--- src/dts_pkg.sv ---
// ----------------------------------------------------------------------------
// Delayed task scheduler package
// Operation codes, default sizes and the control bundle for the ring head.
// ----------------------------------------------------------------------------
package dts_pkg;

    localparam int NUM_TASKS_DEF  = 64;
    localparam int DELAY_BITS_DEF = 16;

    localparam int OP_W    = 3;
    localparam int TASK_W  = 6;
    localparam int DLY_IN_W = 16;

    localparam logic [OP_W-1:0] OP_REQ     = 3'd0;
    localparam logic [OP_W-1:0] OP_REQ_DLY = 3'd1;
    localparam logic [OP_W-1:0] OP_RR_REQ  = 3'd2;
    localparam logic [OP_W-1:0] OP_TICK    = 3'd3;
    localparam logic [OP_W-1:0] OP_SELECT  = 3'd4;
    localparam logic [OP_W-1:0] OP_CLEAR   = 3'd5;

    typedef struct packed {
        logic [OP_W-1:0] op;
        logic            task_hit;
        logic            blocked;
    } head_ctl_t;

endpackage

--- src/delayed_task_scheduler.sv ---
// ----------------------------------------------------------------------------
// Delayed task scheduler
// Fixed-priority task scheduler with round robin and per-task delays, built
// as a ring of task cells that rotates once past a shared head per request.
// ----------------------------------------------------------------------------
//  Channel  | Direction | Ports                      | Payload
//  s_       | in        | s_tvalid s_tready s_tdata  | op, task_req, delay
//  m_       | out       | m_tvalid m_tready m_tdata  | grant_valid, grant_task, mode
//
// Each request is taken in the idle state; the ring then shifts one cell per cycle,
// except while a stalled result holds the last shift, and every task passes the
// head once, in index order. The result is registered at the last shift of the
// scan.
// A request is taken only while the block is idle; the result then sits in
// an output register, so the next request may start before it is taken.
// A stalled result holds the last shift of the following scan.
// Reset clears every cell, the mode and the last grant.
// ----------------------------------------------------------------------------
module delayed_task_scheduler #(
    parameter int NUM_TASKS  = dts_pkg::NUM_TASKS_DEF,
    parameter int DELAY_BITS = dts_pkg::DELAY_BITS_DEF
) (
    input  logic        aclk,
    input  logic        aresetn,
    input  logic        s_tvalid,
    output logic        s_tready,
    input  logic [31:0] s_tdata,   // op[2:0], task_req[8:3], delay[24:9], zeros
    output logic        m_tvalid,
    input  logic        m_tready,
    output logic [7:0]  m_tdata    // grant_valid[0], grant_task[6:1], round_robin_mode[7]
);

    localparam int CW = (NUM_TASKS > 1) ? $clog2(NUM_TASKS) : 1;
    localparam int MW = (CW > dts_pkg::TASK_W) ? CW : dts_pkg::TASK_W;
    localparam logic [CW-1:0] LAST_IDX = CW'(NUM_TASKS - 1);

    localparam logic ST_IDLE = 1'b0;
    localparam logic ST_SCAN = 1'b1;

    logic                          state_reg, state_next;
    logic [CW-1:0]                 cnt_reg, cnt_next;
    logic [dts_pkg::OP_W-1:0]      op_reg, op_next;
    logic [dts_pkg::TASK_W-1:0]    task_reg, task_next;
    logic [dts_pkg::DLY_IN_W-1:0]  dly_reg, dly_next;
    logic                          found_reg, found_next;
    logic [CW-1:0]                 gidx_reg, gidx_next;
    logic                          rr_reg, rr_next;
    logic                          lg_valid_reg, lg_valid_next;
    logic [CW-1:0]                 lg_reg, lg_next;
    logic                          m_valid_reg, m_valid_next;
    logic [7:0]                    m_data_reg, m_data_next;

    logic                          pend_q [NUM_TASKS];
    logic                          mark_q [NUM_TASKS];
    logic [DELAY_BITS-1:0]         wait_q [NUM_TASKS];

    logic                          head_pend, head_mark, grant;
    logic [DELAY_BITS-1:0]         head_wait;
    logic [DELAY_BITS-1:0]         dly_load;
    logic [DELAY_BITS+dts_pkg::DLY_IN_W-1:0] dly_ext;
    dts_pkg::head_ctl_t            ctl;
    logic                          last, shift_en;
    logic                          got_grant, rr_final;
    logic [CW-1:0]                 out_idx;

    assign dly_ext  = {{DELAY_BITS{1'b0}}, dly_reg};
    assign dly_load = dly_ext[DELAY_BITS-1:0];

    assign last     = (cnt_reg == LAST_IDX);
    assign shift_en = (state_reg == ST_SCAN) && !(last && m_valid_reg && !m_tready);

    assign ctl.op       = op_reg;
    assign ctl.task_hit = (MW'(cnt_reg) == MW'(task_reg));
    assign ctl.blocked  = found_reg || (rr_reg && lg_valid_reg && (cnt_reg <= lg_reg));

    dts_head #(.DELAY_BITS(DELAY_BITS)) u_head (
        .ctl      (ctl),
        .dly_load (dly_load),
        .pend_i   (pend_q[0]),
        .mark_i   (mark_q[0]),
        .wait_i   (wait_q[0]),
        .pend_o   (head_pend),
        .mark_o   (head_mark),
        .wait_o   (head_wait),
        .grant    (grant)
    );

    for (genvar i = 0; i < NUM_TASKS; i++) begin : g_ring
        if (i == NUM_TASKS - 1) begin : g_tail
            dts_cell #(.DELAY_BITS(DELAY_BITS)) u_cell (
                .aclk     (aclk),
                .aresetn  (aresetn),
                .shift_en (shift_en),
                .pend_in  (head_pend),
                .mark_in  (head_mark),
                .wait_in  (head_wait),
                .pend_out (pend_q[i]),
                .mark_out (mark_q[i]),
                .wait_out (wait_q[i])
            );
        end else begin : g_body
            dts_cell #(.DELAY_BITS(DELAY_BITS)) u_cell (
                .aclk     (aclk),
                .aresetn  (aresetn),
                .shift_en (shift_en),
                .pend_in  (pend_q[i+1]),
                .mark_in  (mark_q[i+1]),
                .wait_in  (wait_q[i+1]),
                .pend_out (pend_q[i]),
                .mark_out (mark_q[i]),
                .wait_out (wait_q[i])
            );
        end
    end

    assign got_grant = found_reg || grant;
    assign out_idx   = grant ? cnt_reg : gidx_reg;
    assign rr_final  = rr_reg || (grant && head_mark);

    always_comb begin
        state_next    = state_reg;
        cnt_next      = cnt_reg;
        op_next       = op_reg;
        task_next     = task_reg;
        dly_next      = dly_reg;
        found_next    = found_reg;
        gidx_next     = gidx_reg;
        rr_next       = rr_reg;
        lg_valid_next = lg_valid_reg;
        lg_next       = lg_reg;
        m_valid_next  = m_valid_reg && !m_tready;
        m_data_next   = m_data_reg;
        case (state_reg)
            ST_IDLE: begin
                if (s_tvalid) begin
                    op_next    = s_tdata[2:0];
                    task_next  = s_tdata[8:3];
                    dly_next   = s_tdata[24:9];
                    cnt_next   = '0;
                    found_next = 1'b0;
                    state_next = ST_SCAN;
                end
            end
            ST_SCAN: begin
                if (shift_en) begin
                    cnt_next = cnt_reg + 1'b1;
                    if (grant) begin
                        found_next    = 1'b1;
                        gidx_next     = cnt_reg;
                        lg_next       = cnt_reg;
                        lg_valid_next = 1'b1;
                        rr_next       = rr_final;
                    end
                    if (last) begin
                        state_next   = ST_IDLE;
                        m_valid_next = 1'b1;
                        m_data_next  = {rr_reg, 7'd0};
                        case (op_reg)
                            dts_pkg::OP_SELECT: begin
                                if (got_grant) begin
                                    m_data_next = {rr_final, dts_pkg::TASK_W'(out_idx), 1'b1};
                                end else begin
                                    lg_valid_next = 1'b0;
                                    rr_next       = 1'b0;
                                    m_data_next   = 8'd0;
                                end
                            end
                            dts_pkg::OP_CLEAR: begin
                                lg_valid_next = 1'b0;
                                rr_next       = 1'b0;
                                m_data_next   = 8'd0;
                            end
                            default: begin
                            end
                        endcase
                    end
                end
            end
            default: begin
                state_next = ST_IDLE;
            end
        endcase
    end

    always_ff @(posedge aclk) begin
        if (!aresetn) begin
            state_reg    <= ST_IDLE;
            found_reg    <= 1'b0;
            rr_reg       <= 1'b0;
            lg_valid_reg <= 1'b0;
            m_valid_reg  <= 1'b0;
        end else begin
            state_reg    <= state_next;
            found_reg    <= found_next;
            rr_reg       <= rr_next;
            lg_valid_reg <= lg_valid_next;
            m_valid_reg  <= m_valid_next;
        end
    end

    always_ff @(posedge aclk) begin
        cnt_reg    <= cnt_next;
        op_reg     <= op_next;
        task_reg   <= task_next;
        dly_reg    <= dly_next;
        gidx_reg   <= gidx_next;
        lg_reg     <= lg_next;
        m_data_reg <= m_data_next;
    end

    assign s_tready = aresetn && (state_reg == ST_IDLE);
    assign m_tvalid = m_valid_reg;
    assign m_tdata  = m_data_reg;

endmodule

--- src/dts_cell.sv ---
// ----------------------------------------------------------------------------
// Task cell
// Holds one task's pending bit, round-robin mark and delay, and takes its
// neighbor's entry whenever the ring shifts.
// ----------------------------------------------------------------------------
module dts_cell #(
    parameter int DELAY_BITS = dts_pkg::DELAY_BITS_DEF
) (
    input  logic                  aclk,
    input  logic                  aresetn,
    input  logic                  shift_en,
    input  logic                  pend_in,
    input  logic                  mark_in,
    input  logic [DELAY_BITS-1:0] wait_in,
    output logic                  pend_out,
    output logic                  mark_out,
    output logic [DELAY_BITS-1:0] wait_out
);

    logic                  pend_reg, pend_next;
    logic                  mark_reg, mark_next;
    logic [DELAY_BITS-1:0] wait_reg, wait_next;

    always_comb begin
        pend_next = shift_en ? pend_in : pend_reg;
        mark_next = shift_en ? mark_in : mark_reg;
        wait_next = shift_en ? wait_in : wait_reg;
    end

    always_ff @(posedge aclk) begin
        if (!aresetn) begin
            pend_reg <= 1'b0;
            mark_reg <= 1'b0;
            wait_reg <= '0;
        end else begin
            pend_reg <= pend_next;
            mark_reg <= mark_next;
            wait_reg <= wait_next;
        end
    end

    assign pend_out = pend_reg;
    assign mark_out = mark_reg;
    assign wait_out = wait_reg;

endmodule

--- src/dts_head.sv ---
// ----------------------------------------------------------------------------
// Ring head
// Applies the current request to the entry leaving the head of the ring.
// ----------------------------------------------------------------------------
module dts_head #(
    parameter int DELAY_BITS = dts_pkg::DELAY_BITS_DEF
) (
    input  dts_pkg::head_ctl_t    ctl,
    input  logic [DELAY_BITS-1:0] dly_load,
    input  logic                  pend_i,
    input  logic                  mark_i,
    input  logic [DELAY_BITS-1:0] wait_i,
    output logic                  pend_o,
    output logic                  mark_o,
    output logic [DELAY_BITS-1:0] wait_o,
    output logic                  grant
);

    always_comb begin
        pend_o = pend_i;
        mark_o = mark_i;
        wait_o = wait_i;
        grant  = 1'b0;
        case (ctl.op)
            dts_pkg::OP_REQ: begin
                if (ctl.task_hit) pend_o = 1'b1;
            end
            dts_pkg::OP_REQ_DLY: begin
                if (ctl.task_hit) begin
                    pend_o = 1'b1;
                    wait_o = dly_load;
                end
            end
            dts_pkg::OP_RR_REQ: begin
                if (ctl.task_hit) begin
                    pend_o = 1'b1;
                    wait_o = dly_load;
                    mark_o = 1'b1;
                end
            end
            dts_pkg::OP_TICK: begin
                if (wait_i != '0) wait_o = wait_i - 1'b1;
            end
            dts_pkg::OP_SELECT: begin
                if (pend_i && (wait_i == '0) && !ctl.blocked) begin
                    pend_o = 1'b0;
                    grant  = 1'b1;
                end
            end
            dts_pkg::OP_CLEAR: begin
                pend_o = 1'b0;
                wait_o = '0;
            end
            default: begin
            end
        endcase
    end

endmodule
--- config.mk ---
export PLATFORM = sky130hd
export DESIGN_NAME = delayed_task_scheduler
export DESIGN_NICKNAME = d
export VERILOG_FILES = /design/src/dts_pkg.sv /design/src/delayed_task_scheduler.sv /design/src/dts_cell.sv /design/src/dts_head.sv
export SDC_FILE = /design/constraint.sdc
export NUM_CORES = 2
export LEC_CHECK = 0
export BUFFER_PORTS_ARGS = -buffer_cell sky130_fd_sc_hd__buf_2
export CAP_MARGIN = 15
export CORE_ASPECT_RATIO = 1.25
export CORE_UTILIZATION = 55
export CTS_CLUSTER_DIAMETER = 80
export DETAILED_ROUTE_END_ITERATION = 6
export GPL_ROUTABILITY_DRIVEN = 0
export PLACE_DENSITY = 0.83
export SLEW_MARGIN = 10
export SYNTH_ARGS = -nofsm -noshare
export SYNTH_HDL_FRONTEND = slang
export SYNTH_SLANG_ARGS = --single-unit
export TNS_END_PERCENT = 1
--- constraint.sdc ---
create_clock -name aclk -period 6.3 [get_ports aclk]
set_input_delay 1.26 -clock aclk [delete_from_list [all_inputs] [get_ports aclk]]
set_output_delay 1.26 -clock aclk [all_outputs]
set_load 0.01 [all_outputs]
==> flow_summary.json <==
{
  "dp_hpwl_um": 42980,
  "grt_use_total": 0.1857,
  "grt_overflow": 0,
  "io_pins": 46,
  "slew_violations": 0,
  "fin_setup_tns_ns": 0,
  "hold_start": "g_ring[18].g_body.u_cell.wait_out[5]",
  "crit_fanout": 236,
  "leakage_uw": 0.01555,
  "numCtsBuffers": 110,
  "ys_async_sr_fraction": 0,
  "drc": 0,
  "cts_tree": "done",
  "vias": 32460,
  "holdCritPathClass": "register to register",
  "post_cts_buffers": 0,
  "synth_nets": 5320,
  "grt_first_pass_wirelength_um": 135000,
  "wire_per_inst_um": 12.45,
  "htree_levels": 3,
  "netlist_area_um2": 45100,
  "regToRegSetupSlack_ns": 2.51,
  "first_global_vias": 30830,
  "core-area_um2": 81250,
  "hold-path-endpoint": "g_ring[17].g_body.u_cell.wait_out[5]",
  "clk_pin_slew_ns": 0.06,
  "ys_seq_area_frac": 0.5476,
  "critical_path_arrival_ns": 4.37,
  "timing.rr.start": "cnt_reg[0]",
  "syn_to_final_growth_pct": 9.178,
  "yosys.area.top_type": "dfxtp_1",
  "timing.final.ws_setup_ns": 2.505,
  "rsz0062_at_grt": "no",
  "drtIter0Drc": 2142,
  "stdcell_count": 6221,
  "setup_viol": 0,
  "synth_top_area_frac": 0.5136,
  "r2r_cells": 8,
  "fmax_mhz": 263.5,
  "cp.required_ns": 6.87,
  "rows": 117,
  "worstMarginPinSlew_ns": 1.110,
  "largest_register_ff_count": 1008,
  "dp.cells": 6018,
  "hold_viol": 0,
  "ys_ff_latch": 1208,
  "post_cts_resized": 0,
  "r2r_end": "g_ring[41].g_body.u_cell.wait_out[13]",
  "antenna_left": 0,
  "power_density_nw_per_um2": 309.3,
  "dieHeight_um": 322.1,
  "die-area_um2": 83150,
  "n_antenna_cell": 0,
  "critPathKind": "register to register",
  "yosys_warnings": 0,
  "viasPerCell": 5.218,
  "fin_crit_sh": 0.6023,
  "slew_headroom": 0.2600,
  "initial_core_util": 0.5551,
  "cts.sinks": 1208,
  "avgSynthCellArea_um2": 8.549,
  "nNetsFinal": 5104,
  "antenna_found_initial": 0,
  "synthTopCellsByArea": "dfxtp_1 (51%), nand2_1 (19%), a21boi_0 (19%)",
  "fin_area_um2": 49240,
  "die-width_um": 258.1,
  "place_area_um2": 45380,
  "clkLatencyLatePin_ns": 0.69,
  "drt-pass1-iter-count": 5,
  "port_buffers": 38,
  "wirelength_um": 77460,
  "drive_gt1_frac": 0.05223,
  "hold_buffers": 0,
  "peakVddDrop_v": 0.0002850,
  "synth_ff_type": "dfxtp_1",
  "clockBufferDepth": 3,
  "min_period_ns": 3.795,
  "grt_max_degree": 261,
  "fin_skew_ns": 0.03959,
  "holdPathStages": 2,
  "synth_cells": 5275,
  "place_ws_ns": 1.907,
  "outcome": "complete, no violations",
  "worstSetupEndpointType": "register",
  "cp-start-kind": "register",
  "synth_cell_type_count": 59,
  "clock-root-buffer": "clkbuf_16",
  "drv_cap": 0,
  "synth_edf_count": 51
}
-- kinds of logic (layout without fill, tap and decap cells) --
kind of cell | Yosys count | count (layout) | share of synthesized area
AO/OA/AOI/OAI | 1241 | 1241 | 0.2044
adder cells (fa/ha/maj) | 9 | 9 | 0.002497
XOR/XNOR | 13 | 13 | 0.002525
AND/OR/NAND/NOR | 2380 | 2380 | 0.2028
buffers and inverters | 414 | 289 | 0.03762
flip-flops | 1208 | 1208 | 0.5476
multiplexers | 10 | 10 | 0.002608
-- synth_stat cells (all sizes together) (2+ instances only) --
| cell type | n |
|---|---|
| buf | 98 |
| a221oi | 10 |
| ha | 9 |
| mux2i | 2 |
| nand2b | 3 |
| nor2 | 24 |
| nor4 | 6 |
| o211ai | 3 |
| edfxtp | 51 |
| mux2 | 8 |
| a21oi | 22 |
| xor2 | 2 |
| a22o | 5 |
| nor2b | 5 |
| nand3 | 11 |
| o22ai | 2 |
| nand4 | 8 |
| or4 | 2 |
| xnor2 | 11 |
| a2111oi | 3 |
| a21boi | 1138 |
| o21ai | 37 |
| nand4b | 2 |
| nand2 | 2290 |
| or3 | 2 |
| and2 | 5 |
| inv | 13 |
| dfxtp | 1157 |
| a21o | 3 |
| and3 | 5 |
| nor3 | 11 |
| nor4b | 3 |
| clkbuf | 303 |
| a31oi | 6 |
-- layout by cell type, fill, tap and decap left out, types with 4 or more instances in the layout --
cell type	instances
a21boi_0	1138
buf_4	25
and3_1	5
xnor2_1	11
dfxtp_1	1157
ha_1	9
inv_1	12
a21oi_1	22
nor2b_1	5
o21ai_0	36
a221oi_1	10
buf_2	38
inv_6	5
clkbuf_1	29
nor2_1	24
nand3_1	10
bufinv_16	11
edfxtp_1	51
nor3_1	11
clkbuf_8	27
nand4_1	8
buf_12	9
clkinv_2	10
and2_1	5
a31oi_1	5
nor4_1	4
mux2_2	6
clkbuf_16	112
a22o_1	5
nand2_1	2290
-- power by group --
| part | switching (uW) | internal [uW] | total [uW] |
|---|---|---|---|
| clock | 2860 | 4070 | 6920 |
| combinational | 418 | 146 | 564 |
| sequential | 29.1 | 7720 | 7750 |
| total | 3300 | 11900 | 15200 |
-- metrics by stage --
step           power, uW  hold slack, ns  utilization
6_report           15230          0.4499       0.6060
5_1_grt            15760          0.4590       0.6060
4_1_cts            15400          0.4458       0.6060
3_5_place_dp        8482          0.4534       0.5586
3_3_place_gp        8482          0.4459       0.5585
2_1_floorplan       8370          0.4378            -
-- worst max-delay path by stage --
| stage | from | end | slack [ns] | depth (start not counted) |
|---|---|---|---|---|
| 2_1_floorplan | aresetn | s_tready | 2.89 | 4 |
| 3_3_place_gp | m_tready | g_ring[33].g_body.u_cell.mark_out | 1.96 | 7 |
| 3_5_place_dp | m_tready | g_ring[34].g_body.u_cell.pend_out | 1.91 | 7 |
| 4_1_cts | cnt_reg[0] | g_ring[41].g_body.u_cell.wait_out[13] | 2.52 | 8 |
| 5_1_grt | cnt_reg[0] | g_ring[34].g_body.u_cell.pend_out | 2.22 | 8 |
| 6_report | cnt_reg[0] | g_ring[41].g_body.u_cell.wait_out[13] | 2.51 | 8 |
-- layer usage --
layer / track usage / share of wire
met4: 0.05602 / 0.019
met3: 0.02868 / 0.033
met2: 0.3462 / 0.50
met1: 0.2170 / 0.45
met5: 0 / 0
-- layout make-up --
| class | instances | area [um^2] |
|---|---|---|
| Multi-Input combinational cell | 3653 | 18720 |
| Fill cell | 6720 | 32010 |
| Inverter | 13 | 56.30 |
| Clock buffer | 168 | 3283 |
| Timing Repair Buffer | 73 | 573.1 |
| Clock inverter | 35 | 571.8 |
| Sequential cell | 1208 | 24690 |
| Tap cell | 1071 | 1340 |
-- critical path, cell delays in order, from the launching register on --
cell and delay [ns]:
edfxtp_1 0.51, ha_1 0.25, and3_1 0.24, nand3_1 0.14
o21ai_4 0.76, buf_4 0.54, buf_12 0.64, nand2_1 0.13
a21boi_0 0.21
Note: power is estimated with default switching activity, not from simulation.
